<file path="src/rtl/core/tube_sample_scaler_limit_check_assert.svh">
// ----------------------------------------------------------------------------
// Assertion macros for the tube sample scaler
// Concurrent property wrappers for the RTL that checks itself.
// ----------------------------------------------------------------------------
`ifndef TUBE_SAMPLE_SCALER_LIMIT_CHECK_ASSERT_SVH
`define TUBE_SAMPLE_SCALER_LIMIT_CHECK_ASSERT_SVH

// same-cycle implication, disabled in reset
`define TSSL_ASSERT_IMPLIES(lbl, clk, rstn, ante, cons) \
    lbl: assert property (@(posedge clk) disable iff (!rstn) (ante) |-> (cons)) \
        else $error("tssl: property failed");

// next-cycle implication, disabled in reset
`define TSSL_ASSERT_NEXT(lbl, clk, rstn, ante, cons) \
    lbl: assert property (@(posedge clk) disable iff (!rstn) (ante) |=> (cons)) \
        else $error("tssl: property failed");

`endif

</file>
<file path="src/rtl/core/tssl_pkg.sv">
// ----------------------------------------------------------------------------
// tssl_pkg
// Types, constants and scaling tables for the tube sample scaler.
// ----------------------------------------------------------------------------
`timescale 1ns / 1ps

package tssl_pkg;

    localparam int CODE_W      = 10;
    localparam int GRID_CODE_W = 12;
    localparam int VREF_W      = 13;
    localparam int LIM_W       = 20;
    localparam int S_DATA_W    = 96;
    localparam int M_DATA_W    = 176;
    localparam int M_PAD_W     = M_DATA_W - 169;

    localparam int PROD_W   = 25;   // code * vref
    localparam int MUL_W    = 23;   // reciprocal
    localparam int SHIFT    = 25;
    localparam int NUM_W    = 33;   // code * vref * numerator
    localparam int DIV_W    = 16;
    localparam int KCONST_W = 9;
    localparam int Q_W      = 23;
    localparam int VAL_W    = 20;
    localparam int POW_W    = 40;
    localparam int OP_W     = 3;
    localparam int CFG_IDX_W = 2;

    localparam logic [OP_W-1:0] OP_HEATER_MV = 3'd0;
    localparam logic [OP_W-1:0] OP_HEATER_MA = 3'd1;
    localparam logic [OP_W-1:0] OP_GRID_MV   = 3'd2;
    localparam logic [OP_W-1:0] OP_ANODE_MV  = 3'd3;
    localparam logic [OP_W-1:0] OP_ANODE_UA  = 3'd4;
    localparam logic [OP_W-1:0] OP_SCREEN_MV = 3'd5;
    localparam logic [OP_W-1:0] OP_SCREEN_UA = 3'd6;

    localparam logic KIND_SAMPLE = 1'b0;
    localparam logic KIND_CLEAR  = 1'b1;

    localparam logic [CFG_IDX_W-1:0] CFG_VREF_MASTER = 2'd0;
    localparam logic [CFG_IDX_W-1:0] CFG_VREF_HEATER = 2'd1;
    localparam logic [CFG_IDX_W-1:0] CFG_ANODE_LIM   = 2'd2;
    localparam logic [CFG_IDX_W-1:0] CFG_POWER_LIM   = 2'd3;

    localparam logic [VREF_W-1:0] VREF_RESET      = 13'd2048;
    localparam logic [LIM_W-1:0]  ANODE_LIM_RESET = 20'd100000;
    localparam logic [LIM_W-1:0]  POWER_LIM_RESET = 20'd25000;

    localparam logic [PROD_W-1:0] RANGE_KNEE  = 25'd3887400;
    localparam logic [LIM_W-1:0]  POWER_SCALE = 20'd1000000;

    typedef struct packed {
        logic [VREF_W-1:0] vref_master_mv;
        logic [VREF_W-1:0] vref_heater_mv;
        logic [LIM_W-1:0]  anode_current_limit_ua;
        logic [LIM_W-1:0]  power_limit_mw;
    } cfg_t;

    typedef struct packed {
        logic                   kind;
        logic [CODE_W-1:0]      heater_v_code;
        logic [CODE_W-1:0]      heater_i_code;
        logic [GRID_CODE_W-1:0] grid_v_code;
        logic [CODE_W-1:0]      anode_v_code;
        logic [CODE_W-1:0]      anode_i_hi_code;
        logic [CODE_W-1:0]      anode_i_lo_code;
        logic [CODE_W-1:0]      screen_v_code;
        logic [CODE_W-1:0]      screen_i_hi_code;
        logic [CODE_W-1:0]      screen_i_lo_code;
    } item_t;

    typedef struct packed {
        logic                   valid;
        logic [OP_W-1:0]        op;
        logic [GRID_CODE_W-1:0] code_a;
        logic [CODE_W-1:0]      code_b;
        logic [VREF_W-1:0]      vref;
    } issue_t;

    typedef struct packed {
        logic             valid;
        logic [OP_W-1:0]  op;
        logic [VAL_W-1:0] value;
    } res_t;

    typedef struct packed {
        logic [KCONST_W-1:0] k;
        logic [DIV_W-1:0]    d;
        logic [MUL_W-1:0]    m;
    } div_const_t;

    typedef struct packed {
        logic [15:0]      heater_mv;
        logic [14:0]      heater_ma;
        logic [17:0]      grid_mv;
        logic [VAL_W-1:0] anode_mv;
        logic [VAL_W-1:0] anode_ua;
        logic [VAL_W-1:0] screen_mv;
        logic [VAL_W-1:0] screen_ua;
        logic [VAL_W-1:0] anode_peak_ua;
        logic [VAL_W-1:0] screen_peak_ua;
        logic             over_limit;
    } out_t;

    // q = p*k/d, taken as (p*m) >> SHIFT and corrected by at most one
    function automatic div_const_t div_const(input logic [OP_W-1:0] op, input logic coarse);
        div_const_t c;
        begin
            case (op)
                OP_HEATER_MV: c = '{k: 9'd377, d: 16'd48081, m: 23'd263098};
                OP_HEATER_MA: c = '{k: 9'd50,  d: 16'd11253, m: 23'd149091};
                OP_GRID_MV:   c = '{k: 9'd11,  d: 16'd2730,  m: 23'd135201};
                OP_ANODE_MV,
                OP_SCREEN_MV: c = '{k: 9'd151, d: 16'd1023,  m: 23'd4952804};
                OP_ANODE_UA,
                OP_SCREEN_UA: begin
                    if (coarse) begin
                        c = '{k: 9'd50, d: 16'd341, m: 23'd4920004};
                    end else begin
                        c = '{k: 9'd5,  d: 16'd341, m: 23'd492000};
                    end
                end
                default:      c = '{k: 9'd0,   d: 16'd1,     m: 23'd0};
            endcase
            return c;
        end
    endfunction

    function automatic logic [VAL_W-1:0] sat_max(input logic [OP_W-1:0] op);
        logic [VAL_W-1:0] mx;
        begin
            case (op)
                OP_HEATER_MV: mx = 20'd65535;
                OP_HEATER_MA: mx = 20'd32767;
                OP_GRID_MV:   mx = 20'd131072;
                default:      mx = 20'hFFFFF;
            endcase
            return mx;
        end
    endfunction

endpackage

</file>
<file path="src/rtl/core/tssl_queue.sv">
// ----------------------------------------------------------------------------
// tssl_queue
// Two-entry queue between front and back; each side stalls on its own.
// ----------------------------------------------------------------------------
`timescale 1ns / 1ps

module tssl_queue (
    input  logic            aclk,
    input  logic            aresetn,
    input  logic            in_valid,
    output logic            in_ready,
    input  tssl_pkg::item_t in_item,
    output logic            out_valid,
    input  logic            out_ready,
    output tssl_pkg::item_t out_item
);
    import tssl_pkg::*;

    item_t      slot_reg [2];
    logic       wr_ptr_reg, wr_ptr_next;
    logic       rd_ptr_reg, rd_ptr_next;
    logic [1:0] count_reg, count_next;
    logic       push, pop;

    assign in_ready  = (count_reg != 2'd2);
    assign out_valid = (count_reg != 2'd0);
    assign out_item  = slot_reg[rd_ptr_reg];
    assign push      = in_valid && in_ready;
    assign pop       = out_valid && out_ready;

    always_comb begin
        wr_ptr_next = push ? ~wr_ptr_reg : wr_ptr_reg;
        rd_ptr_next = pop ? ~rd_ptr_reg : rd_ptr_reg;
        count_next  = count_reg + 2'(push) - 2'(pop);
    end

    always_ff @(posedge aclk) begin
        if (!aresetn) begin
            wr_ptr_reg <= 1'b0;
            rd_ptr_reg <= 1'b0;
            count_reg  <= 2'd0;
        end else begin
            wr_ptr_reg <= wr_ptr_next;
            rd_ptr_reg <= rd_ptr_next;
            count_reg  <= count_next;
        end
    end

    always_ff @(posedge aclk) begin
        if (push) begin
            slot_reg[wr_ptr_reg] <= in_item;
        end
    end

endmodule

</file>
<file path="config.mk">
export PLATFORM = sky130hd
export DESIGN_NAME = tssl_queue
export DESIGN_NICKNAME = d
export VERILOG_FILES = /design/src/rtl/core/tube_sample_scaler_limit_check_assert.svh /design/src/rtl/core/tssl_pkg.sv /design/src/rtl/core/tssl_queue.sv
export SDC_FILE = /design/constraint.sdc
export NUM_CORES = 1
export LEC_CHECK = 0
export BUFFER_PORTS_ARGS = -buffer_cell sky130_fd_sc_hd__buf_2
export CORE_ASPECT_RATIO = 0.7
export CORE_MARGIN = 2
export CORE_UTILIZATION = 35
export CTS_BUF_LIST = sky130_fd_sc_hd__clkbuf_8
export DETAILED_ROUTE_END_ITERATION = 6
export GPL_TIMING_DRIVEN = 1
export SLEW_MARGIN = 10
export SYNTH_ARGS = -nofsm -noshare
export SYNTH_HDL_FRONTEND = slang
export SYNTH_SLANG_ARGS = --single-unit
</file>
<file path="constraint.sdc">
create_clock -name aclk -period 7.6 [get_ports aclk]
set_clock_uncertainty 0.2 [all_clocks]
set_input_delay 1.52 -clock aclk [delete_from_list [all_inputs] [get_ports aclk]]
set_output_delay 1.52 -clock aclk [all_outputs]
set_load 0.02 [all_outputs]
</file>
# Word level (Yosys, flattened, before mapping)
# Memories as Yosys holds them, arrays and structs flattened. A register that Yosys moved wholly into a read port is not among the register bits.
# Cells that the tools add are included.
[word_totals]
ff_bits = 4
latch_bits = 0
mem_bits_rw = 186
mem_bits_ro = 0
input_bits = 97
out_inout_bits = 95
n_memories = 1
[classes]
addsub = 2
n_mul = 0
n_div = 0
magnitude_cmp = 0
eq_ne = 1
shift = 0
n_mux = 4
bitwise = 2
reduce_logical = 3
[memory_table]
columns = ["memory", "words", "width", "read_ports", "rd_ports_with_merged_regs", "write_ports", "line", "text"]
rows = [
  ["slot_reg", 2, 93, 1, 1, 1, "tssl_queue.sv:19", "item_t slot_reg [2];"],
]
[ops]
columns = ["cell", "count"]
rows = [
  ["2-to-1 mux 1 bit", 4],
  ["adder 2 x 1 -> 2 bit", 1],
  ["logical AND 1 bit", 2],
  ["inequality test 2 bit (second input constant)", 1],
  ["NOT 1 bit", 2],
  ["nonzero test 2 bit", 1],
  ["subtractor 2 x 1 -> 2 bit", 1],
]

# Depth between registers and ports, before layout
[depth]
word_depth = 4
mapped_depth = 8
depth_no_buf = 8

# Worst setup path before layout
# Ideal clock, no wire load.
[synth_path]
path_kind = "input to register"
from = "input port in_valid"
to = "memory slot_reg[0][0] (netlist name) (enable)"
setup_ns = 0.546
arrival_time_ns = 5.494
t_required_ns = 6.854
path_slack_ns = 1.360
path_stages = 2
n_path_buf = 0
cell_sequence = "nand2_1 > nor2_1"
[synth_between]
elab_chain_cells = 3
[synth_rtl]
columns = ["item", "line", "text"]
rows = [
  ["from (decl)", "tssl_queue.sv:10", "input logic in_valid,"],
  ["logical AND 1 bit", "tssl_queue.sv:28", "assign push = in_valid && in_ready;"],
  ["2-to-1 mux 1 bit", "tssl_queue.sv:50", "if (push) begin"],
  ["2-to-1 mux 1 bit (implied by the code)", "tssl_queue.sv:51", "slot_reg[wr_ptr_reg] <= in_item;"],
  ["to (decl)", "tssl_queue.sv:19", ""],
]
# Every way passes these cells.

==> reports/metrics.csv <==
stage,metric,value,unit
run_status,status,"finished, final reports clean",
die,die-area,21830,µm²
clocking,cts_setup_buffers,0,
synthesis,ys_seq_area_share,78.68,%
clocking,hold_buffers,0,
final_layout,largest_register_ff_count,186,
timing,worst_pin_slew,0.8583,ns
setup_path,crit_required,5.88,ns
placed_design,dp_cells,768,
clocking,cts_sinks,191,
synthesis,ys_warn_count,0,
setup_path,r2r_slack,5.02,ns
routing,via_count,3475,
setup_path,arrival,2.73,ns
placed_design,place_congestion,0.7970,
setup_path,cpMaxStageDelayCell,dfxtp_4,
global_routing,grtUsageTotal,12.16,%
clocking,cts-resized-gates,0,
setup_path,critical_path_class,flip-flop to output pin,
setup_path,path_max_fanout,51,
final_layout,drive_above_1_share,60.75,%
timing,period_minus_slack,4.446,ns
routing,wl_per_cell,16.58,µm
synthesis,ys_seq_elements,191,
timing,rsz0062_at_grt,no,
global_routing,grt_pass1_wl,20100,µm
routing,dr.pass1.iters,4,
timing,setup_viol,0,
job,maxCapViolCount,0,
clocking,insertion_delay,0.43,ns
routing,totalWireLength,13280,µm
global_routing,grt_pass1_vias,3708,
timing,drv_slew,0,
clocking,clockRootBuffer,clkbuf_8,
placed_design,placement.io_buffers,191,
die,die_h,124.2,µm
timing,fin_crit_sh,58.50,%
clocking,cts_buffers,17,
routing,routed_via_density,4.338,
setup_path,cp_num_buf_inv,2,
die,initial_core_util,36.10,%
synthesis,ys_types,19,
power,irDropWorstVdd,0.1433,mV
die,core,20010,µm²
clocking,htree_num_levels,4,
setup_path,start_kind,flip-flop,
synthesis,syn-num-nets,412,
power,leakage,3.390,nW
setup_path,crit_path_end_kind,output pin,
routing,drcViolationCount,0,
power,powerDensity,322.9,nW/µm²
synthesis,syn_inst,313,
global_routing,overflow,0,
routing,initialDrtViolationCount,188,
clocking,cts.clk_slew.worst_paths,0.09,ns
clocking,cts_buffer_depth,2,
synthesis,synth.cell_area,7226,µm²
die,rows,43,
setup_path,slowest_delay,0.87,ns
routing,final_antenna_net_count,0,
clocking,tritoncts,yes,
global_routing,grt_antenna_before_repair,1,
setup_path,cp_top_family,buffers and inverters,
timing,finalHoldViolCount,0,
setup_path,crit_chain,buf_4 > mux2_2 > buf_2,
synthesis,avgSynthCellArea,23.09,µm²
timing,max_clock_freq,224.9,MHz
timing,slew_headroom,42.78,%
die,die_w,175.7,µm
global_routing,grt_max_degree,52,
final_layout,stdcell_count,801,
final_layout,nets,616,
hold_path,holdCritPathClass,flip-flop to flip-flop,
die,io_pins,192,
timing,tns,0,ns
placed_design,dp_hpwl,8760,µm
final_layout,area_growth,22.55,%
-- synth_stat cells --
master    number  area, µm²
dfxtp_1        5      100.1
nand2b_1       2      12.51
buf_6          7      78.83
nand2_1        2      7.510
inv_1          1      3.750
nor2_1         1      3.750
mux2_4        70       1051
ha_1           2      25.02
mux2_2        23      259.0
and2_1         2      12.51
nor2b_1        2      12.51
o21a_1         1      7.510
buf_2          2      10.01
xnor2_1        3      26.28
or2_2          1      6.260
buf_4          1      7.510
and3_1         1      6.260
edfxtp_1     186       5585
mux2i_1        1      10.01
-- report_power, final --
part	internal, mW	switching (mW)
combinational	0.371	0.452
clock	0.270	0.369
sequential	1.32	0.0742
total	1.96	0.895
-- worst paths after layout --
check	from	end	cells past startpoint
max	flip-flop	out_item[8]	3
max reg2reg	count_reg[0]	slot_reg[0][19]	5
min reg2reg	rd_ptr_reg	flip-flop	2
min	rd_ptr_reg	flip-flop	2
-- layout make-up --
class	count	area [µm²]
Tap cell	270	337.8
Clock buffer	17	234.0
Timing Repair Buffer	195	985.9
Clock inverter	15	148.9
Inverter	1	3.754
Sequential cell	191	5689
Multi-Input combinational cell	111	1453
Antenna cell	1	2.502
Fill cell	1803	11160
-- cells by family (layout without fill, tap and decap cells) --
kind of cell,Yosys count,in the layout,synth area share [%]
DFF,191,191,78.68
muxes,94,94,18.27
and+or+nand+nor,11,11,0.8485
buffers and inverters,11,228,1.385
xor gates and xnor gates,3,3,0.3637
adders and majority gates,2,2,0.3463
AOI/OAI and AO/OA,1,1,0.1039
other,0,1,0
-- per-layer routing --
| layer | GRT usage, % | vias up | share of wire (%) |
|---|---|---|---|
| li1 | - | 1640 | - |
| met1 | 15.73 | 1694 | 45 |
| met2 | 19.01 | 129 | 46 |
| met3 | 5.199 | 10 | 8.4 |
| met4 | 2.771 | 2 | 0.83 |
| met5 | 0 | - | 0.098 |
-- per-stage QoR --
| stage | worst slack, ns | utilization, % | instance area, µm² | power, mW | hold slack [ns] |
|---|---|---|---|---|---|
| CTS | 3.040 | 44.23 | 8852 | 2.909 | 0.3420 |
| floorplan | 1.360 | - | 7226 | 2.031 | 0.2549 |
| global route | 2.937 | 44.23 | 8852 | 2.999 | 0.3779 |
| global placement | 3.591 | 42.32 | 8469 | 2.246 | 0.3078 |
| detailed placement | 3.545 | 42.32 | 8469 | 2.265 | 0.3205 |
| finish | 3.154 | 44.24 | 8855 | 2.859 | 0.3390 |
-- layout by cell type (no fill, tap or decap) --
master / n
edfxtp_1: 186
and3_4: 1
ha_1: 2
nand2_1: 2
inv_6: 3
dfxtp_4: 1
mux2_4: 70
clkbuf_8: 17
inv_8: 4
mux2_2: 23
nor2_4: 1
xnor2_1: 3
clkinvlp_4: 3
buf_2: 191
mux2i_1: 1
clkinv_1: 1
buf_4: 4
bufinv_16: 1
diode_2: 1
or2_2: 1
nor2b_1: 2
nand2b_1: 2
clkinv_4: 2
dfxtp_1: 4
inv_1: 2
and2_1: 2
o21a_1: 1
-- worst reg2reg max path: stages (launching register included) --
cell	delay, ns
dfxtp_1	0.37
nand2b_1	0.18
nand2_1	0.15
nor2_4	0.10
buf_4	0.50
buf_4	0.68
Note: power is estimated with default switching activity, not from simulation.
