==> src/rtl/core/tube_sample_scaler_limit_check_assert.svh <==
// ----------------------------------------------------------------------------
// Assertion macros for the tube sample scaler
// Concurrent property wrappers for the RTL that checks itself.
// ----------------------------------------------------------------------------
`ifndef TUBE_SAMPLE_SCALER_LIMIT_CHECK_ASSERT_SVH
`define TUBE_SAMPLE_SCALER_LIMIT_CHECK_ASSERT_SVH

// same-cycle implication, disabled in reset
`define TSSL_ASSERT_IMPLIES(lbl, clk, rstn, ante, cons) \
    lbl: assert property (@(posedge clk) disable iff (!rstn) (ante) |-> (cons)) \
        else $error("tssl: property failed");

// next-cycle implication, disabled in reset
`define TSSL_ASSERT_NEXT(lbl, clk, rstn, ante, cons) \
    lbl: assert property (@(posedge clk) disable iff (!rstn) (ante) |=> (cons)) \
        else $error("tssl: property failed");

`endif

==> src/rtl/core/tssl_pkg.sv <==
// ----------------------------------------------------------------------------
// tssl_pkg
// Types, constants and scaling tables for the tube sample scaler.
// ----------------------------------------------------------------------------
`timescale 1ns / 1ps

package tssl_pkg;

    localparam int CODE_W      = 10;
    localparam int GRID_CODE_W = 12;
    localparam int VREF_W      = 13;
    localparam int LIM_W       = 20;
    localparam int S_DATA_W    = 96;
    localparam int M_DATA_W    = 176;
    localparam int M_PAD_W     = M_DATA_W - 169;

    localparam int PROD_W   = 25;   // code * vref
    localparam int MUL_W    = 23;   // reciprocal
    localparam int SHIFT    = 25;
    localparam int NUM_W    = 33;   // code * vref * numerator
    localparam int DIV_W    = 16;
    localparam int KCONST_W = 9;
    localparam int Q_W      = 23;
    localparam int VAL_W    = 20;
    localparam int POW_W    = 40;
    localparam int OP_W     = 3;
    localparam int CFG_IDX_W = 2;

    localparam logic [OP_W-1:0] OP_HEATER_MV = 3'd0;
    localparam logic [OP_W-1:0] OP_HEATER_MA = 3'd1;
    localparam logic [OP_W-1:0] OP_GRID_MV   = 3'd2;
    localparam logic [OP_W-1:0] OP_ANODE_MV  = 3'd3;
    localparam logic [OP_W-1:0] OP_ANODE_UA  = 3'd4;
    localparam logic [OP_W-1:0] OP_SCREEN_MV = 3'd5;
    localparam logic [OP_W-1:0] OP_SCREEN_UA = 3'd6;

    localparam logic KIND_SAMPLE = 1'b0;
    localparam logic KIND_CLEAR  = 1'b1;

    localparam logic [CFG_IDX_W-1:0] CFG_VREF_MASTER = 2'd0;
    localparam logic [CFG_IDX_W-1:0] CFG_VREF_HEATER = 2'd1;
    localparam logic [CFG_IDX_W-1:0] CFG_ANODE_LIM   = 2'd2;
    localparam logic [CFG_IDX_W-1:0] CFG_POWER_LIM   = 2'd3;

    localparam logic [VREF_W-1:0] VREF_RESET      = 13'd2048;
    localparam logic [LIM_W-1:0]  ANODE_LIM_RESET = 20'd100000;
    localparam logic [LIM_W-1:0]  POWER_LIM_RESET = 20'd25000;

    localparam logic [PROD_W-1:0] RANGE_KNEE  = 25'd3887400;
    localparam logic [LIM_W-1:0]  POWER_SCALE = 20'd1000000;

    typedef struct packed {
        logic [VREF_W-1:0] vref_master_mv;
        logic [VREF_W-1:0] vref_heater_mv;
        logic [LIM_W-1:0]  anode_current_limit_ua;
        logic [LIM_W-1:0]  power_limit_mw;
    } cfg_t;

    typedef struct packed {
        logic                   kind;
        logic [CODE_W-1:0]      heater_v_code;
        logic [CODE_W-1:0]      heater_i_code;
        logic [GRID_CODE_W-1:0] grid_v_code;
        logic [CODE_W-1:0]      anode_v_code;
        logic [CODE_W-1:0]      anode_i_hi_code;
        logic [CODE_W-1:0]      anode_i_lo_code;
        logic [CODE_W-1:0]      screen_v_code;
        logic [CODE_W-1:0]      screen_i_hi_code;
        logic [CODE_W-1:0]      screen_i_lo_code;
    } item_t;

    typedef struct packed {
        logic                   valid;
        logic [OP_W-1:0]        op;
        logic [GRID_CODE_W-1:0] code_a;
        logic [CODE_W-1:0]      code_b;
        logic [VREF_W-1:0]      vref;
    } issue_t;

    typedef struct packed {
        logic             valid;
        logic [OP_W-1:0]  op;
        logic [VAL_W-1:0] value;
    } res_t;

    typedef struct packed {
        logic [KCONST_W-1:0] k;
        logic [DIV_W-1:0]    d;
        logic [MUL_W-1:0]    m;
    } div_const_t;

    typedef struct packed {
        logic [15:0]      heater_mv;
        logic [14:0]      heater_ma;
        logic [17:0]      grid_mv;
        logic [VAL_W-1:0] anode_mv;
        logic [VAL_W-1:0] anode_ua;
        logic [VAL_W-1:0] screen_mv;
        logic [VAL_W-1:0] screen_ua;
        logic [VAL_W-1:0] anode_peak_ua;
        logic [VAL_W-1:0] screen_peak_ua;
        logic             over_limit;
    } out_t;

    // q = p*k/d, taken as (p*m) >> SHIFT and corrected by at most one
    function automatic div_const_t div_const(input logic [OP_W-1:0] op, input logic coarse);
        div_const_t c;
        begin
            case (op)
                OP_HEATER_MV: c = '{k: 9'd377, d: 16'd48081, m: 23'd263098};
                OP_HEATER_MA: c = '{k: 9'd50,  d: 16'd11253, m: 23'd149091};
                OP_GRID_MV:   c = '{k: 9'd11,  d: 16'd2730,  m: 23'd135201};
                OP_ANODE_MV,
                OP_SCREEN_MV: c = '{k: 9'd151, d: 16'd1023,  m: 23'd4952804};
                OP_ANODE_UA,
                OP_SCREEN_UA: begin
                    if (coarse) begin
                        c = '{k: 9'd50, d: 16'd341, m: 23'd4920004};
                    end else begin
                        c = '{k: 9'd5,  d: 16'd341, m: 23'd492000};
                    end
                end
                default:      c = '{k: 9'd0,   d: 16'd1,     m: 23'd0};
            endcase
            return c;
        end
    endfunction

    function automatic logic [VAL_W-1:0] sat_max(input logic [OP_W-1:0] op);
        logic [VAL_W-1:0] mx;
        begin
            case (op)
                OP_HEATER_MV: mx = 20'd65535;
                OP_HEATER_MA: mx = 20'd32767;
                OP_GRID_MV:   mx = 20'd131072;
                default:      mx = 20'hFFFFF;
            endcase
            return mx;
        end
    endfunction

endpackage

==> src/rtl/core/tssl_front.sv <==
// ----------------------------------------------------------------------------
// tssl_front
// Accepts input words, unpacks and classifies them as sample or clear.
// ----------------------------------------------------------------------------
`timescale 1ns / 1ps

module tssl_front (
    input  logic                           aclk,
    input  logic                           aresetn,
    input  logic                           s_tvalid,
    output logic                           s_tready,
    input  logic [tssl_pkg::S_DATA_W-1:0]  s_tdata,
    input  logic                           s_tuser,
    output logic                           out_valid,
    input  logic                           out_ready,
    output tssl_pkg::item_t                out_item
);
    import tssl_pkg::*;

    logic  valid_reg, valid_next;
    item_t item_reg, item_next;
    logic  take;

    assign s_tready  = !valid_reg || out_ready;
    assign take      = s_tvalid && s_tready;
    assign out_valid = valid_reg;
    assign out_item  = item_reg;

    always_comb begin
        item_next = item_reg;
        if (take) begin
            if (s_tuser) begin
                item_next      = '0;
                item_next.kind = KIND_CLEAR;
            end else begin
                item_next.kind             = KIND_SAMPLE;
                item_next.heater_v_code    = s_tdata[9:0];
                item_next.heater_i_code    = s_tdata[19:10];
                item_next.grid_v_code      = s_tdata[31:20];
                item_next.anode_v_code     = s_tdata[41:32];
                item_next.anode_i_hi_code  = s_tdata[51:42];
                item_next.anode_i_lo_code  = s_tdata[61:52];
                item_next.screen_v_code    = s_tdata[71:62];
                item_next.screen_i_hi_code = s_tdata[81:72];
                item_next.screen_i_lo_code = s_tdata[91:82];
            end
        end
        if (take) begin
            valid_next = 1'b1;
        end else if (out_ready) begin
            valid_next = 1'b0;
        end else begin
            valid_next = valid_reg;
        end
    end

    always_ff @(posedge aclk) begin
        if (!aresetn) begin
            valid_reg <= 1'b0;
        end else begin
            valid_reg <= valid_next;
        end
    end

    always_ff @(posedge aclk) begin
        item_reg <= item_next;
    end

endmodule

==> config.mk <==
export PLATFORM = sky130hd
export DESIGN_NAME = tssl_front
export DESIGN_NICKNAME = d
export VERILOG_FILES = /design/src/rtl/core/tube_sample_scaler_limit_check_assert.svh /design/src/rtl/core/tssl_pkg.sv /design/src/rtl/core/tssl_front.sv
export SDC_FILE = /design/constraint.sdc
export NUM_CORES = 1
export LEC_CHECK = 0
export BUFFER_PORTS_ARGS = -buffer_cell sky130_fd_sc_hd__clkbuf_2
export CAP_MARGIN = 10
export CORE_MARGIN = 2
export CORE_UTILIZATION = 30
export DETAILED_ROUTE_END_ITERATION = 12
export PLACE_DENSITY = 0.68
export SYNTH_ARGS = -nofsm -noshare
export SYNTH_HDL_FRONTEND = slang
export SYNTH_SLANG_ARGS = --single-unit
==> constraint.sdc <==
create_clock -name aclk -period 3.82 [get_ports aclk]
set_clock_uncertainty 0.2 [all_clocks]
set_input_delay 0 -clock aclk [delete_from_list [all_inputs] [get_ports aclk]]
set_output_delay 0 -clock aclk [all_outputs]
set_load 0.1 [all_outputs]
# --- Word level (Yosys, flattened, before mapping) ---
# Cells that the tools add are included.
classes:
  n_reduce_logical: 4
  mux: 3
ops:
  columns: ["operator", "n"]
  rows:
  - ["93-bit 2-to-1 mux", 1]
  - ["1-bit 2-to-1 mux", 2]
  - ["2-bit nonzero test", 1]
  - ["1-bit logical AND", 1]
  - ["1-bit logical NOT", 1]
  - ["1-bit logical OR", 1]
totals:
  wordCells: 18
  output_inout_bits: 95
  register_bits: 94

# --- Logic depth before layout (Yosys ltp) ---
depth:
  ltp_word: 4
  mapped_depth: 3
  depth_no_buf: 2

# --- Least setup slack after synthesis ---
# No wires, ideal clock.
synth_path:
  path_type: "register to register"
  start: "register valid_reg (netlist: out_valid)"
  end: "register item_reg (netlist bit out_item[0]), enable pin"
  setup_slack_ns: -0.673
  period_less_slack_ns: 4.493
  t_required_ns: 3.159
  path_buffers: 0
  path_stages_with_launch: 3
  t_arrival_ns: 3.832
  path_cell_list: "dfxtp_1 nand2b_1 and2_1"
synth_via:
  elab_chain_len: 3
synth_lines:
  columns: ["element", "line", "text"]
  rows:
  - ["start, declared", "tssl_front.sv:20", "logic valid_reg, valid_next;"]
  - ["start signal, assigned", "tssl_front.sv:61", "valid_reg <= valid_next;"]
  - ["1-bit logical NOT", "tssl_front.sv:24", "assign s_tready = !valid_reg || out_ready;"]
  - ["1-bit logical OR", "tssl_front.sv:24", null]
  - ["net s_tready", "tssl_front.sv:11", "output logic s_tready,"]
  - ["1-bit logical AND", "tssl_front.sv:25", "assign take = s_tvalid && s_tready;"]
  - ["net take", "tssl_front.sv:22", "logic take;"]
  - ["end signal, assigned", "tssl_front.sv:66", "item_reg <= item_next;"]
  - ["end, declared", "tssl_front.sv:21", "item_t item_reg, item_next;"]
# The timed path passes the listed nets, and every way through them passes these cells.
# A chain may end at the register's enable or synchronous reset.

# --- Worst setup path in the final report ---
layout_path:
  start: "register valid_reg (netlist: out_valid)"
  end: "register item_reg (netlist bit out_item[77]), enable pin"
layout_via:
  elab_chain_len: 3
layout_lines:
  columns: ["element", "line"]
  rows:
  - ["1-bit logical NOT", "tssl_front.sv:24"]
  - ["1-bit logical OR", "tssl_front.sv:24"]
  - ["1-bit logical AND", "tssl_front.sv:25"]
  - ["net take", "tssl_front.sv:22"]
# The timed path passes the listed nets, and every way through them passes these cells.

==> qor.yml <==
run_status:
  status: "finished, final reports clean"
yosys:
  synth_ff_type: "edfxtp_1"
  synth_edf_count: 93
  synth_fp_nets: 301
  yosysTopAreaCell: "edfxtp_1"
  synthArstFlopShare: 0
  synth_common_cells: "93 x edfxtp_1, 92 x nor2b_1, 9 x buf_6"
  synth_cell_types: 9
  syn_inst: 200
  syn_area_um2: 3520
  synth-seq-cells: 94
  synth.avg_cell_area_um2: 17.6
  yosys-top-cells-area: "edfxtp_1 79%, nor2b_1 16%, buf_6 2.9%"
  synth_seq_area_share: 0.799
  yosysMostFrequentCell: "edfxtp_1"
  synth_warnings: 0
  synth_top_area_frac: 0.794
worst_setup_path:
  path_cells: "nand2b_1, and2_4"
  critical_path.top_delay_family: "simple AND/OR/NAND/NOR gates"
  rr_startpoint: "out_valid$_SDFFE_PN0P_"
  crit_slowest_cell: "and2_4"
  worstPathArrival_ns: 1.80
  start_kind: "register"
  r2r_cells: 2
  rrSetupSlack_ns: 1.76
  worstSetupEndpointType: "register"
  crit_cells: 2
  path_class: "reg -> reg"
  crit_required_ns: 3.56
  crit_buf_inv: 0
  rr_endpoint: "out_item[77]$_SDFFCE_PP0P_"
  slowest_delay_ns: 0.92
  crit_fanout: 93
drt:
  drtPass1Iterations: 4
  drt-total-wl_um: 8770
  drcViolationCount: 0
  vias: 2602
  antenna_left: 0
  wl_per_cell_um: 13.9
  via_per_inst: 4.11
  drt_iter0_drc: 92
pwr:
  p_per_area_nw_per_um2: 499
  p_sw_mw: 0.948
  internal_power_mw: 1.95
  vdd_drop_max_mv: 0.280
  combPwrFrac: 0.256
  p_sw_frac: 0.328
  p_leak_nw: 2.49
  pwr-share-seq: 0.426
  clockPowerShare: 0.318
grt:
  grt_max_degree: 94
  grt.total_usage: 0.139
  antenna_found_initial: 0
  overflow: 0
  grt_pass1_vias: 2787
  grt_pass1_wl_um: 13700
cells_and_area:
  nNetsFinal: 587
  finish.instance_area_um2: 5800
  diodes: 0
  multi_input_area_um2: 598
  n_fill_cell: 1005
  syn2layout_area_growth_pct: 64.8
  utilization: 0.508
  seq_area_um2: 2810
  drive_above_1_share: 0.418
clock_tree:
  cts_made_buffers: 9
  cts_sinks: 94
  cts_buffer_depth: 2
  cts-root-buf: "clkbuf_16"
  clkTransAtPathRegs_ns: 0.06
  post_cts_buffers: 0
  cts_resized: 0
  cts.htree.levels: 3
  clk_latency_ns: 0.33
  hold_buffers: 94
  cts_tree: "yes"
placement:
  place_hpwl_um: 5180
  port-buffer-count: 191
  place_area_um2: 4550
  gp_congestion: 0.695
sta:
  rsz0062_at_grt: "false"
  fin_crit_ns: 2.06
  timing.slew.headroom: 0.181
  final_max_slew_viol_count: 0
  tns_ns: 0
  fmaxAchievable_mhz: 486
  setup_viol_count_final: 0
  worst_pin_slew_ns: 1.23
  hold_violations: 0
  period_share: 0.539
die:
  start_util: 0.308
  dieWidth_um: 112
  ios: 196
  core_region_area_um2: 11400
  die_area_um2: 12600
  dieHeight_um: 112
  rows: 39
run:
  drv_cap: 0
hold_path:
  holdPathEnd: "out_item[54]$_SDFFCE_PP0P_"
  hold_path_startpoint: "s_tuser"
  min_path_cells: 2
  worstHoldPathType: "in -> reg"
[state kept, by name (all words and copies together) (netlist names)]
name / cells
out_item: 93
out_valid: 1
[per-stage QoR]
step | std cells | total power [mW] | hold WS (ns) | worst slack (ns)
after floorplan | 200 | 1.80 | -0.101 | 0.308
after global placement | 524 | 1.91 | 0.0457 | 1.85
after detailed placement | 524 | 1.92 | 0.0652 | 1.79
after CTS | 633 | 2.93 | 0.170 | 1.78
after global routing | 633 | 2.99 | 0.213 | 1.66
final | 633 | 2.89 | 0.160 | 1.76
[logic make-up after synthesis]
logic type      count (synthesis)  share of synthesized area
simple gates                   94                      0.167
compound gates                  1                    0.00213
flops                          94                      0.799
buf+inv                        11                     0.0313
[how the worst max path moves through the flow]
stage | start | to | slack, ns
6_report | out_valid$_SDFFE_PN0P_ | out_item[77]$_SDFFCE_PP0P_ | 1.76
5_1_grt | out_valid$_SDFFE_PN0P_ | out_item[38]$_SDFFCE_PP0P_ | 1.66
4_1_cts | out_valid$_SDFFE_PN0P_ | out_item[13]$_SDFFCE_PP0P_ | 1.78
3_5_place_dp | out_valid$_SDFFE_PN0P_ | out_item[13]$_SDFFCE_PP0P_ | 1.79
3_3_place_gp | out_valid$_SDFFE_PN0P_ | out_item[12]$_SDFFCE_PP0P_ | 1.85
2_1_floorplan | out_valid$_SDFFE_PN0P_ | out_item[0]$_SDFFCE_PP0P_ | 0.31
[power groups by stage]
stage | sequential (mW) | combinational, mW | clock (mW)
after floorplan | 1.73 | 0.0754 | 0
after global placement | 1.25 | 0.660 | 0
after detailed placement | 1.26 | 0.664 | 0
after CTS | 1.23 | 0.741 | 0.952
after global routing | 1.24 | 0.766 | 0.986
final | 1.23 | 0.740 | 0.920
[cells in the final DEF (no fill, tap or decap)]
cell type / n
a21boi_0: 1
clkinvlp_4: 1
inv_1: 1
clkbuf_2: 190
edfxtp_1: 93
nand2b_1: 1
clkbuf_1: 2
dfxtp_1: 1
clkinv_2: 1
and2_4: 1
bufinv_16: 2
nor2b_1: 92
dlygate4sd3_1: 94
clkbuf_16: 9
buf_4: 1
[cell type report]
class | count | share of cell area
timing repair buffer | 285 | 0.328
tap | 143 | 0.0309
clock inverter | 4 | 0.0125
multi-input combinational | 95 | 0.103
inverter | 1 | 0.000647
sequential | 94 | 0.485
clock buffer | 11 | 0.0401
[routing by layer]
| metal | routed length [um] | track usage | up-vias |
|---|---|---|---|
| met2 | 4670 | 0.258 | 115 |
| met3 | 635 | 0.0481 | 7 |
| li1 | - | - | 1264 |
| met5 | 0 | 0 | - |
| met1 | 3370 | 0.147 | 1216 |
| met4 | 98 | 0.0439 | 0 |
Note: power is estimated with default switching activity, not from simulation.
