File: config.mk
export PLATFORM = sky130hd
export DESIGN_NAME = tssl_scale
export DESIGN_NICKNAME = d
export VERILOG_FILES = /design/src/rtl/core/tube_sample_scaler_limit_check_assert.svh /design/src/rtl/core/tssl_pkg.sv /design/src/rtl/core/tssl_scale.sv
export SDC_FILE = /design/constraint.sdc
export NUM_CORES = 2
export LEC_CHECK = 0
export BUFFER_PORTS_ARGS = -buffer_cell sky130_fd_sc_hd__buf_2
export CAP_MARGIN = 10
export CORE_MARGIN = 4
export CORE_UTILIZATION = 60
export DETAILED_ROUTE_END_ITERATION = 7
export GPL_ROUTABILITY_DRIVEN = 0
export GPL_TIMING_DRIVEN = 0
export HOLD_SLACK_MARGIN = 0.06
export PLACE_DENSITY = 0.79
export SETUP_SLACK_MARGIN = 0.02
export SYNTH_ARGS = -nofsm -noshare
export SYNTH_HDL_FRONTEND = slang
export SYNTH_SLANG_ARGS = --single-unit
File: constraint.sdc
create_clock -name aclk -period 8.6 [get_ports aclk]
set_input_delay 1.29 -clock aclk [delete_from_list [all_inputs] [get_ports aclk]]
set_output_delay 1.29 -clock aclk [all_outputs]
set_load 0.01 [all_outputs]
File: src/rtl/core/tube_sample_scaler_limit_check_assert.svh
// ----------------------------------------------------------------------------
// Assertion macros for the tube sample scaler
// Concurrent property wrappers for the RTL that checks itself.
// ----------------------------------------------------------------------------
`ifndef TUBE_SAMPLE_SCALER_LIMIT_CHECK_ASSERT_SVH
`define TUBE_SAMPLE_SCALER_LIMIT_CHECK_ASSERT_SVH

// same-cycle implication, disabled in reset
`define TSSL_ASSERT_IMPLIES(lbl, clk, rstn, ante, cons) \
    lbl: assert property (@(posedge clk) disable iff (!rstn) (ante) |-> (cons)) \
        else $error("tssl: property failed");

// next-cycle implication, disabled in reset
`define TSSL_ASSERT_NEXT(lbl, clk, rstn, ante, cons) \
    lbl: assert property (@(posedge clk) disable iff (!rstn) (ante) |=> (cons)) \
        else $error("tssl: property failed");

`endif

File: src/rtl/core/tssl_pkg.sv
// ----------------------------------------------------------------------------
// tssl_pkg
// Types, constants and scaling tables for the tube sample scaler.
// ----------------------------------------------------------------------------
`timescale 1ns / 1ps

package tssl_pkg;

    localparam int CODE_W      = 10;
    localparam int GRID_CODE_W = 12;
    localparam int VREF_W      = 13;
    localparam int LIM_W       = 20;
    localparam int S_DATA_W    = 96;
    localparam int M_DATA_W    = 176;
    localparam int M_PAD_W     = M_DATA_W - 169;

    localparam int PROD_W   = 25;   // code * vref
    localparam int MUL_W    = 23;   // reciprocal
    localparam int SHIFT    = 25;
    localparam int NUM_W    = 33;   // code * vref * numerator
    localparam int DIV_W    = 16;
    localparam int KCONST_W = 9;
    localparam int Q_W      = 23;
    localparam int VAL_W    = 20;
    localparam int POW_W    = 40;
    localparam int OP_W     = 3;
    localparam int CFG_IDX_W = 2;

    localparam logic [OP_W-1:0] OP_HEATER_MV = 3'd0;
    localparam logic [OP_W-1:0] OP_HEATER_MA = 3'd1;
    localparam logic [OP_W-1:0] OP_GRID_MV   = 3'd2;
    localparam logic [OP_W-1:0] OP_ANODE_MV  = 3'd3;
    localparam logic [OP_W-1:0] OP_ANODE_UA  = 3'd4;
    localparam logic [OP_W-1:0] OP_SCREEN_MV = 3'd5;
    localparam logic [OP_W-1:0] OP_SCREEN_UA = 3'd6;

    localparam logic KIND_SAMPLE = 1'b0;
    localparam logic KIND_CLEAR  = 1'b1;

    localparam logic [CFG_IDX_W-1:0] CFG_VREF_MASTER = 2'd0;
    localparam logic [CFG_IDX_W-1:0] CFG_VREF_HEATER = 2'd1;
    localparam logic [CFG_IDX_W-1:0] CFG_ANODE_LIM   = 2'd2;
    localparam logic [CFG_IDX_W-1:0] CFG_POWER_LIM   = 2'd3;

    localparam logic [VREF_W-1:0] VREF_RESET      = 13'd2048;
    localparam logic [LIM_W-1:0]  ANODE_LIM_RESET = 20'd100000;
    localparam logic [LIM_W-1:0]  POWER_LIM_RESET = 20'd25000;

    localparam logic [PROD_W-1:0] RANGE_KNEE  = 25'd3887400;
    localparam logic [LIM_W-1:0]  POWER_SCALE = 20'd1000000;

    typedef struct packed {
        logic [VREF_W-1:0] vref_master_mv;
        logic [VREF_W-1:0] vref_heater_mv;
        logic [LIM_W-1:0]  anode_current_limit_ua;
        logic [LIM_W-1:0]  power_limit_mw;
    } cfg_t;

    typedef struct packed {
        logic                   kind;
        logic [CODE_W-1:0]      heater_v_code;
        logic [CODE_W-1:0]      heater_i_code;
        logic [GRID_CODE_W-1:0] grid_v_code;
        logic [CODE_W-1:0]      anode_v_code;
        logic [CODE_W-1:0]      anode_i_hi_code;
        logic [CODE_W-1:0]      anode_i_lo_code;
        logic [CODE_W-1:0]      screen_v_code;
        logic [CODE_W-1:0]      screen_i_hi_code;
        logic [CODE_W-1:0]      screen_i_lo_code;
    } item_t;

    typedef struct packed {
        logic                   valid;
        logic [OP_W-1:0]        op;
        logic [GRID_CODE_W-1:0] code_a;
        logic [CODE_W-1:0]      code_b;
        logic [VREF_W-1:0]      vref;
    } issue_t;

    typedef struct packed {
        logic             valid;
        logic [OP_W-1:0]  op;
        logic [VAL_W-1:0] value;
    } res_t;

    typedef struct packed {
        logic [KCONST_W-1:0] k;
        logic [DIV_W-1:0]    d;
        logic [MUL_W-1:0]    m;
    } div_const_t;

    typedef struct packed {
        logic [15:0]      heater_mv;
        logic [14:0]      heater_ma;
        logic [17:0]      grid_mv;
        logic [VAL_W-1:0] anode_mv;
        logic [VAL_W-1:0] anode_ua;
        logic [VAL_W-1:0] screen_mv;
        logic [VAL_W-1:0] screen_ua;
        logic [VAL_W-1:0] anode_peak_ua;
        logic [VAL_W-1:0] screen_peak_ua;
        logic             over_limit;
    } out_t;

    // q = p*k/d, taken as (p*m) >> SHIFT and corrected by at most one
    function automatic div_const_t div_const(input logic [OP_W-1:0] op, input logic coarse);
        div_const_t c;
        begin
            case (op)
                OP_HEATER_MV: c = '{k: 9'd377, d: 16'd48081, m: 23'd263098};
                OP_HEATER_MA: c = '{k: 9'd50,  d: 16'd11253, m: 23'd149091};
                OP_GRID_MV:   c = '{k: 9'd11,  d: 16'd2730,  m: 23'd135201};
                OP_ANODE_MV,
                OP_SCREEN_MV: c = '{k: 9'd151, d: 16'd1023,  m: 23'd4952804};
                OP_ANODE_UA,
                OP_SCREEN_UA: begin
                    if (coarse) begin
                        c = '{k: 9'd50, d: 16'd341, m: 23'd4920004};
                    end else begin
                        c = '{k: 9'd5,  d: 16'd341, m: 23'd492000};
                    end
                end
                default:      c = '{k: 9'd0,   d: 16'd1,     m: 23'd0};
            endcase
            return c;
        end
    endfunction

    function automatic logic [VAL_W-1:0] sat_max(input logic [OP_W-1:0] op);
        logic [VAL_W-1:0] mx;
        begin
            case (op)
                OP_HEATER_MV: mx = 20'd65535;
                OP_HEATER_MA: mx = 20'd32767;
                OP_GRID_MV:   mx = 20'd131072;
                default:      mx = 20'hFFFFF;
            endcase
            return mx;
        end
    endfunction

endpackage

File: src/rtl/core/tssl_scale.sv
// ----------------------------------------------------------------------------
// tssl_scale
// Four-stage scaling pipeline: code times reference, reciprocal multiply,
// remainder check and saturation. Takes one quantity per cycle.
// ----------------------------------------------------------------------------
`timescale 1ns / 1ps

module tssl_scale (
    input  logic             aclk,
    input  logic             aresetn,
    input  tssl_pkg::issue_t issue,
    output tssl_pkg::res_t   res
);
    import tssl_pkg::*;

    // stage A
    logic              a_valid_reg;
    logic [OP_W-1:0]   a_op_reg;
    logic [PROD_W-1:0] a_pa_reg, a_pa_next;
    logic [PROD_W-1:0] a_pb_reg, a_pb_next;
    // stage B
    logic              b_valid_reg;
    logic [OP_W-1:0]   b_op_reg;
    logic [Q_W-1:0]    b_q0_reg, b_q0_next;
    logic [NUM_W-1:0]  b_u_reg, b_u_next;
    logic [DIV_W-1:0]  b_d_reg;
    // stage C
    logic              c_valid_reg;
    logic [OP_W-1:0]   c_op_reg;
    logic [Q_W-1:0]    c_q0_reg;
    logic [NUM_W-1:0]  c_u_reg;
    logic [NUM_W-1:0]  c_v_reg, c_v_next;
    logic [DIV_W-1:0]  c_d_reg;
    // stage D
    logic              d_valid_reg;
    logic [OP_W-1:0]   d_op_reg;
    logic [VAL_W-1:0]  d_val_reg, d_val_next;

    logic                    coarse;
    div_const_t              kc;
    logic [PROD_W-1:0]       p_sel;
    logic [PROD_W+MUL_W-1:0] b_prod;
    logic [NUM_W-1:0]        rem;
    logic [Q_W-1:0]          q;
    logic [VAL_W-1:0]        mx;

    always_comb begin
        a_pa_next = PROD_W'(issue.code_a) * PROD_W'(issue.vref);
        a_pb_next = PROD_W'(issue.code_b) * PROD_W'(issue.vref);

        coarse = ((a_op_reg == OP_ANODE_UA) || (a_op_reg == OP_SCREEN_UA)) &&
                 (a_pa_reg >= RANGE_KNEE);
        kc     = div_const(a_op_reg, coarse);
        p_sel  = coarse ? a_pb_reg : a_pa_reg;
        b_prod = (PROD_W+MUL_W)'(p_sel) * (PROD_W+MUL_W)'(kc.m);
        b_q0_next = b_prod[PROD_W+MUL_W-1:SHIFT];
        b_u_next  = NUM_W'(p_sel) * NUM_W'(kc.k);

        c_v_next = NUM_W'(b_q0_reg) * NUM_W'(b_d_reg);

        rem = c_u_reg - c_v_reg;
        q   = c_q0_reg + Q_W'(rem >= NUM_W'(c_d_reg));
        mx  = sat_max(c_op_reg);
        d_val_next = (q > Q_W'(mx)) ? mx : q[VAL_W-1:0];
    end

    always_ff @(posedge aclk) begin
        if (!aresetn) begin
            a_valid_reg <= 1'b0;
            b_valid_reg <= 1'b0;
            c_valid_reg <= 1'b0;
            d_valid_reg <= 1'b0;
        end else begin
            a_valid_reg <= issue.valid;
            b_valid_reg <= a_valid_reg;
            c_valid_reg <= b_valid_reg;
            d_valid_reg <= c_valid_reg;
        end
    end

    always_ff @(posedge aclk) begin
        a_op_reg <= issue.op;
        a_pa_reg <= a_pa_next;
        a_pb_reg <= a_pb_next;
        b_op_reg <= a_op_reg;
        b_q0_reg <= b_q0_next;
        b_u_reg  <= b_u_next;
        b_d_reg  <= kc.d;
        c_op_reg <= b_op_reg;
        c_q0_reg <= b_q0_reg;
        c_u_reg  <= b_u_reg;
        c_v_reg  <= c_v_next;
        c_d_reg  <= b_d_reg;
        d_op_reg <= c_op_reg;
        d_val_reg <= d_val_next;
    end

    assign res.valid = d_valid_reg;
    assign res.op    = d_op_reg;
    assign res.value = d_val_reg;

endmodule

After elaboration in Yosys (flattened, before gate mapping)
Index checks and enable logic that the tools add are counted.
Storage, ports and cells
  output and inout port bits: 24
  logic and storage cells: 47
  bits of input ports: 41
  flip-flop bits (word level): 261
Cells by class
  reduce and logical (&&, ||, !) cells: 6
  add/subtract/negate cells: 2
  equal/unequal tests: 8
  multiplexer cells: 5
  magnitude comparators: 3
  multiply operators: 5
Operators with widths (number)
  $pmux 48 s5: 1
  $pmux 20 s3: 1
  $mul 25x23->48: 1
  $mux 45: 1
  $ge 33x16->1: 1
  $mul 23x16->33: 1
  $mul 25x9->33: 1
  $sub 33x33->33: 1
  $ge 25x22->1 const B: 1
  $mul 12x13->25: 1
  $mux 25: 1
  $add 23x1->23: 1
  $gt 23x20->1: 1
  $mul 10x13->23: 1
  $mux 20: 1
  $eq 3x2->1 const B: 3
  $eq 3x3->1 const B: 3
  $eq 3x1->1 const B: 2
  $logic_not 3->1: 2
  $reduce_or 2->1: 2
  $logic_and 1x1->1: 1
  $logic_or 1x1->1: 1

Depth between registers and ports, before layout
  depth after elaboration: 6
  mapped depth: 38
  mapped depth without buffers: 37

Worst setup path after synthesis
OpenSTA, ideal clock, no wires.
  path type: register -> register
  from: register a_pa_reg[4]
  to: register b_q0_reg[22]
  buffers on the path: 4
  library setup time: 72 ps
  setup slack: -102 ps
  arrival time: 8629 ps
  required time: 8528 ps
  cell stages (with the launch flop): 38
  clock period less this slack: 8702 ps
  cell sequence: dfxtp_1 > o21ai_1 > nand2_1 > a2111o_1 > a21o_1 > a21o_1 > a31oi_1 > o21ai_1 > and3_1 > buf_4 > buf_6 > buf_2 > mux2i_1 > buf_2 > nor2_1 > fa_1 > inv_1 > fa_1 > [2 not listed] > inv_1 > fa_1 > fa_1 > inv_1 > fa_1 > inv_1 > ha_1 > a211oi_1 > o21ai_0 > a221oi_1 > o2bb2ai_1 > a211oi_2 > a21oi_2 > o211a_1 > o21ai_1 > nand2b_1 > a21oi_1 > xnor2_1
Between the ends
  cells in the longest elaborated chain, start to end: 5
  elaborated cells on any way between the ends: 6
  those cells by class: mul: 1; order compare: 1; mux: 3; reduce/logical: 1
RTL lines
  from (decl): RTL line tssl_scale.sv:19  | logic [PROD_W-1:0] a_pa_reg, a_pa_next;
  from (signal assigned): RTL line tssl_scale.sv:83  | a_pa_reg <= a_pa_next;
  $ge 25x22->1: RTL line tssl_scale.sv:52  | (a_pa_reg >= RANGE_KNEE);
  $logic_and 1x1->1: RTL line tssl_scale.sv:51  | coarse = ((a_op_reg == OP_ANODE_UA) || (a_op_reg == OP_SCREEN_UA)) &&
  $mux 45: RTL line tssl_pkg.sv:117  | if (coarse) begin
  $pmux 48 s5: RTL line tssl_pkg.sv:109  | case (op)
  $mul 25x23->48 *: RTL line tssl_scale.sv:55  | b_prod = (PROD_W+MUL_W)'(p_sel) * (PROD_W+MUL_W)'(kc.m);
  via b_prod[47]: RTL line tssl_scale.sv:42  | logic [PROD_W+MUL_W-1:0] b_prod;
  to (signal assigned): RTL line tssl_scale.sv:86  | b_q0_reg <= b_q0_next;
  to (decl): RTL line tssl_scale.sv:24  | logic [Q_W-1:0] b_q0_reg, b_q0_next;
Mark *: on every way through the listed nets, which the timed path passes. The rest lies on a longest branch.
A chain may end at the register's enable or synchronous reset.

Worst setup path in the final report
  from: register a_pa_reg[7]
  to: register b_q0_reg[16]
The elaborated chain is that of the path after synthesis.

==> flow_summary.yaml <==
drt:
  post_drt_wl_per_cell_um: 23.0
  antenna_violating_nets_post_route: 0
  drt_first_iter_violations: 4603
  detailedRoute.firstPassIterationCount: 8
  drt_wl_total_um: 150000
  remaining_drc_errors: 318
  avgViaCountPerCell: 5.98
  dr_total_vias: 38918
timing:
  worst_slew_pin_slew_ns: 1.33
  clock-skew-final_ns: 0.0306
  final-hold-violation-count: 0
  setup_viol: 23
  fmax_mhz: 107
  timing_max_transition_violations_final: 0
  timing.final.crit_share: 1.09
  final_worst_setup_slack_ns: -0.761
  fin_crit_ns: 9.36
  grt_setup_unrepaired: "true"
  timing.max_slew.rel_slack: 0.108
placed_design:
  placement.setup.worst_slack_ns: -3.15
  place_hpwl_um: 114000
  io_buffer_count: 64
global_route:
  grt_overflow: 0
  vias_in_the_first_global_route: 41174
  global_route_total_usage_across_every_layer: 0.343
  largest_net_degree_at_the_start_of_global_routing: 16
  grt_pass1_wl_um: 225000
  antenna_found_initial: 6
clock_network:
  cts_num_sinks: 247
  cts-buffers-inserted: 29
  clock_tree.buffer_depth: 3
  cts-htree-levels: 1
  cts-root-buf: "sky130_fd_sc_hd__clkbuf_16"
  cts_tree: "built"
  clock_insertion_delay_worst_skew_ns: 0.62
  cts.reportedPaths.clkPinSlew_ns: 0.09
floorplan:
  die-height_um: 292
  die_area_um2: 85200
  num_io_pins: 65
  floorplan.initialDensity: 0.609
  design.core.area_um2: 79400
  die_w_um: 292
  rows: 103
final_layout:
  finalNetCount: 7013
  post_route_cells_drive_above_1_share: 0.100
  areaGrowthSynthToFinish_pct: 10.8
setup_path:
  crit_path_max_fanout: 6
  timing.critical_path.to_type: "register"
  timing.critical_path.slowest_stage_cell: "sky130_fd_sc_hd__fa_1"
  worst_r2r_startpoint: "a_pa_reg[7]"
  maximum_single_stage_delay_on_the_critical_path_ns: 0.57
  critPathLaunchType: "register"
  worst-endpoint-arrival_ns: 9.88
  crit_family: "adder cells"
  timing.critical_path.from: "a_pa_reg[7]"
  timing.rr.end: "b_q0_reg[16]"
  r2r_worst_path_depth: 40
  cp-endpoint: "b_q0_reg[16]"
  worst_ep_required_time_ns: 9.12
  setup.reg_to_reg.worst_slack_ns: -0.76
  worstSetupPathType: "reg2reg"
  path_depth: 40
  critPathBufInv: 11
logic_synthesis:
  synth_top_cells_by_count: "sky130_fd_sc_hd__inv_1, sky130_fd_sc_hd__fa_1, sky130_fd_sc_hd__ha_1"
  number_of_synthesized_flops_with_an_enable_pin: 0
  post_synth_num_cell_types: 85
  synth.largest_area_cell: "sky130_fd_sc_hd__fa_1"
  yosys_register_bits: 247
  ys_async_sr_fraction: 0
  synth-warning-count: 0
  synth_area_leaders: "sky130_fd_sc_hd__fa_1, sky130_fd_sc_hd__ha_1, sky130_fd_sc_hd__dfxtp_1, sky130_fd_sc_hd__inv_1, sky130_fd_sc_hd__and2_1"
  postSynth.topFlopCell: "sky130_fd_sc_hd__dfxtp_1"
  ys_seq_area_frac: 0.102
  synthesis.area_um2: 48400
  postSynthCellCount: 5224
  post_synth.cell_area_avg_um2: 9.26
  mappedNetlistNets: 6807
  synth.top_cell.area_share: 0.405
  most_numerous_cell_in_the_yosys_netlist: "sky130_fd_sc_hd__inv_1"
run_status:
  run_status: "finished with violations"
  violated_checks: "DRC, setup timing"
run:
  drv.max_cap_violation_count: 0
hold_path:
  hp-class: "reg2reg"
## cell type report
class                      instances  area (µm²)
multi-input combinational       3549       39400
fill                            5819       25800
sequential                       247        4950
inverter                        1280        4810
timing repair buffer             176        1360
tap                             1050        1310
buffer                           147         796
clock buffer                      36         772
clock inverter                    18         223
antenna                            2        5.00
## worst reg2reg max path, delay by kind of cell (launching register included)
kind / cells / cell delay, ns
AO/OA/AOI/OAI: 13 / 2.61
AND/OR/NAND/NOR: 6 / 0.75
multiplexers: 1 / 0.21
buffers and inverters: 11 / 1.39
XOR/XNOR: 1 / 0.13
adder cells (fa/ha/maj): 8 / 3.84
flip-flops: 1 / 0.36
## stage by stage
step / cells / util / setup TNS [ns] / cell area (µm²) / hold WS (ns)
2_1_floorplan: 5224 / - / 0 / 48400 / 0.310
3_3_place_gp: 6338 / 0.630 / -56.77 / 50000 / 0.311
3_5_place_dp: 6340 / 0.630 / -59.95 / 50000 / 0.312
4_1_cts: 6483 / 0.668 / -1.21 / 53000 / 0.324
5_1_grt: 6503 / 0.675 / -12.99 / 53600 / 0.329
6_report: 6505 / 0.675 / -10.93 / 53600 / 0.324
## how the worst min path moves through the flow
| stage | from | endpoint | slack, ns | cells past startpoint |
|---|---|---|---|---|
| after global routing | b_u_reg[28] | c_u_reg[28] | 0.33 | 0 |
| final | b_u_reg[28] | c_u_reg[28] | 0.32 | 0 |
| after floorplan | b_op_reg[0] | c_op_reg[0] | 0.31 | 0 |
| after global placement | b_u_reg[32] | c_u_reg[32] | 0.31 | 0 |
| after detailed placement | b_u_reg[24] | c_u_reg[24] | 0.31 | 0 |
| after CTS | b_u_reg[28] | c_u_reg[28] | 0.32 | 0 |
## cell families (layout without fill, tap and decap cells)
family | count (synthesis) | after routing | synth area share
adder cells (fa/ha/maj) | 1542 | 1542 | 0.551
other | 0 | 2 | 0
AND/OR/NAND/NOR | 1293 | 1293 | 0.126
AO/OA/AOI/OAI | 487 | 487 | 0.0645
XOR/XNOR | 162 | 162 | 0.0293
flip-flops | 247 | 247 | 0.102
buffers and inverters | 1428 | 1657 | 0.112
multiplexers | 65 | 65 | 0.0146
## metal layers
layer / up-vias / GRT usage / share of wire
met5: - / 0.0150 / 0.0015
met4: 12 / 0.232 / 0.097
met3: 1033 / 0.133 / 0.13
met2: 2721 / 0.529 / 0.43
met1: 18836 / 0.396 / 0.33
li1: 16316 / - / -
## layout by cell type, fill, tap and decap left out, types with 15 or more instances in the layout
master,instances
sky130_fd_sc_hd__a21o_1,58
sky130_fd_sc_hd__a21oi_1,141
sky130_fd_sc_hd__a21oi_2,15
sky130_fd_sc_hd__a31oi_1,18
sky130_fd_sc_hd__and2_1,289
sky130_fd_sc_hd__and3_1,26
sky130_fd_sc_hd__buf_12,15
sky130_fd_sc_hd__buf_2,66
sky130_fd_sc_hd__buf_4,96
sky130_fd_sc_hd__clkbuf_1,114
sky130_fd_sc_hd__clkbuf_16,30
sky130_fd_sc_hd__dfxtp_1,244
sky130_fd_sc_hd__fa_1,953
sky130_fd_sc_hd__fa_2,26
sky130_fd_sc_hd__ha_1,546
sky130_fd_sc_hd__inv_1,1261
sky130_fd_sc_hd__inv_2,18
sky130_fd_sc_hd__mux2_2,24
sky130_fd_sc_hd__mux2i_4,22
sky130_fd_sc_hd__nand2_1,455
sky130_fd_sc_hd__nand2b_1,19
sky130_fd_sc_hd__nand3_1,54
sky130_fd_sc_hd__nand4_1,17
sky130_fd_sc_hd__nor2_1,251
sky130_fd_sc_hd__nor2_2,30
sky130_fd_sc_hd__nor2_4,23
sky130_fd_sc_hd__nor2b_1,21
sky130_fd_sc_hd__nor3_1,27
sky130_fd_sc_hd__o21a_1,25
sky130_fd_sc_hd__o21ai_0,90
sky130_fd_sc_hd__xnor2_1,122
sky130_fd_sc_hd__xor2_1,36
## what timing repair did
item                       in CTS  in global routing
hold buffers                    0                  0
cloned                          3                  0
pin swaps                      93                 31
setup endpoints to repair      47                 44
setup buffers                  87                 20
gates resized for setup       283                102
Power is not shown: default switching activity piles up to over one toggle a cycle in this logic, so the estimate is an artifact.
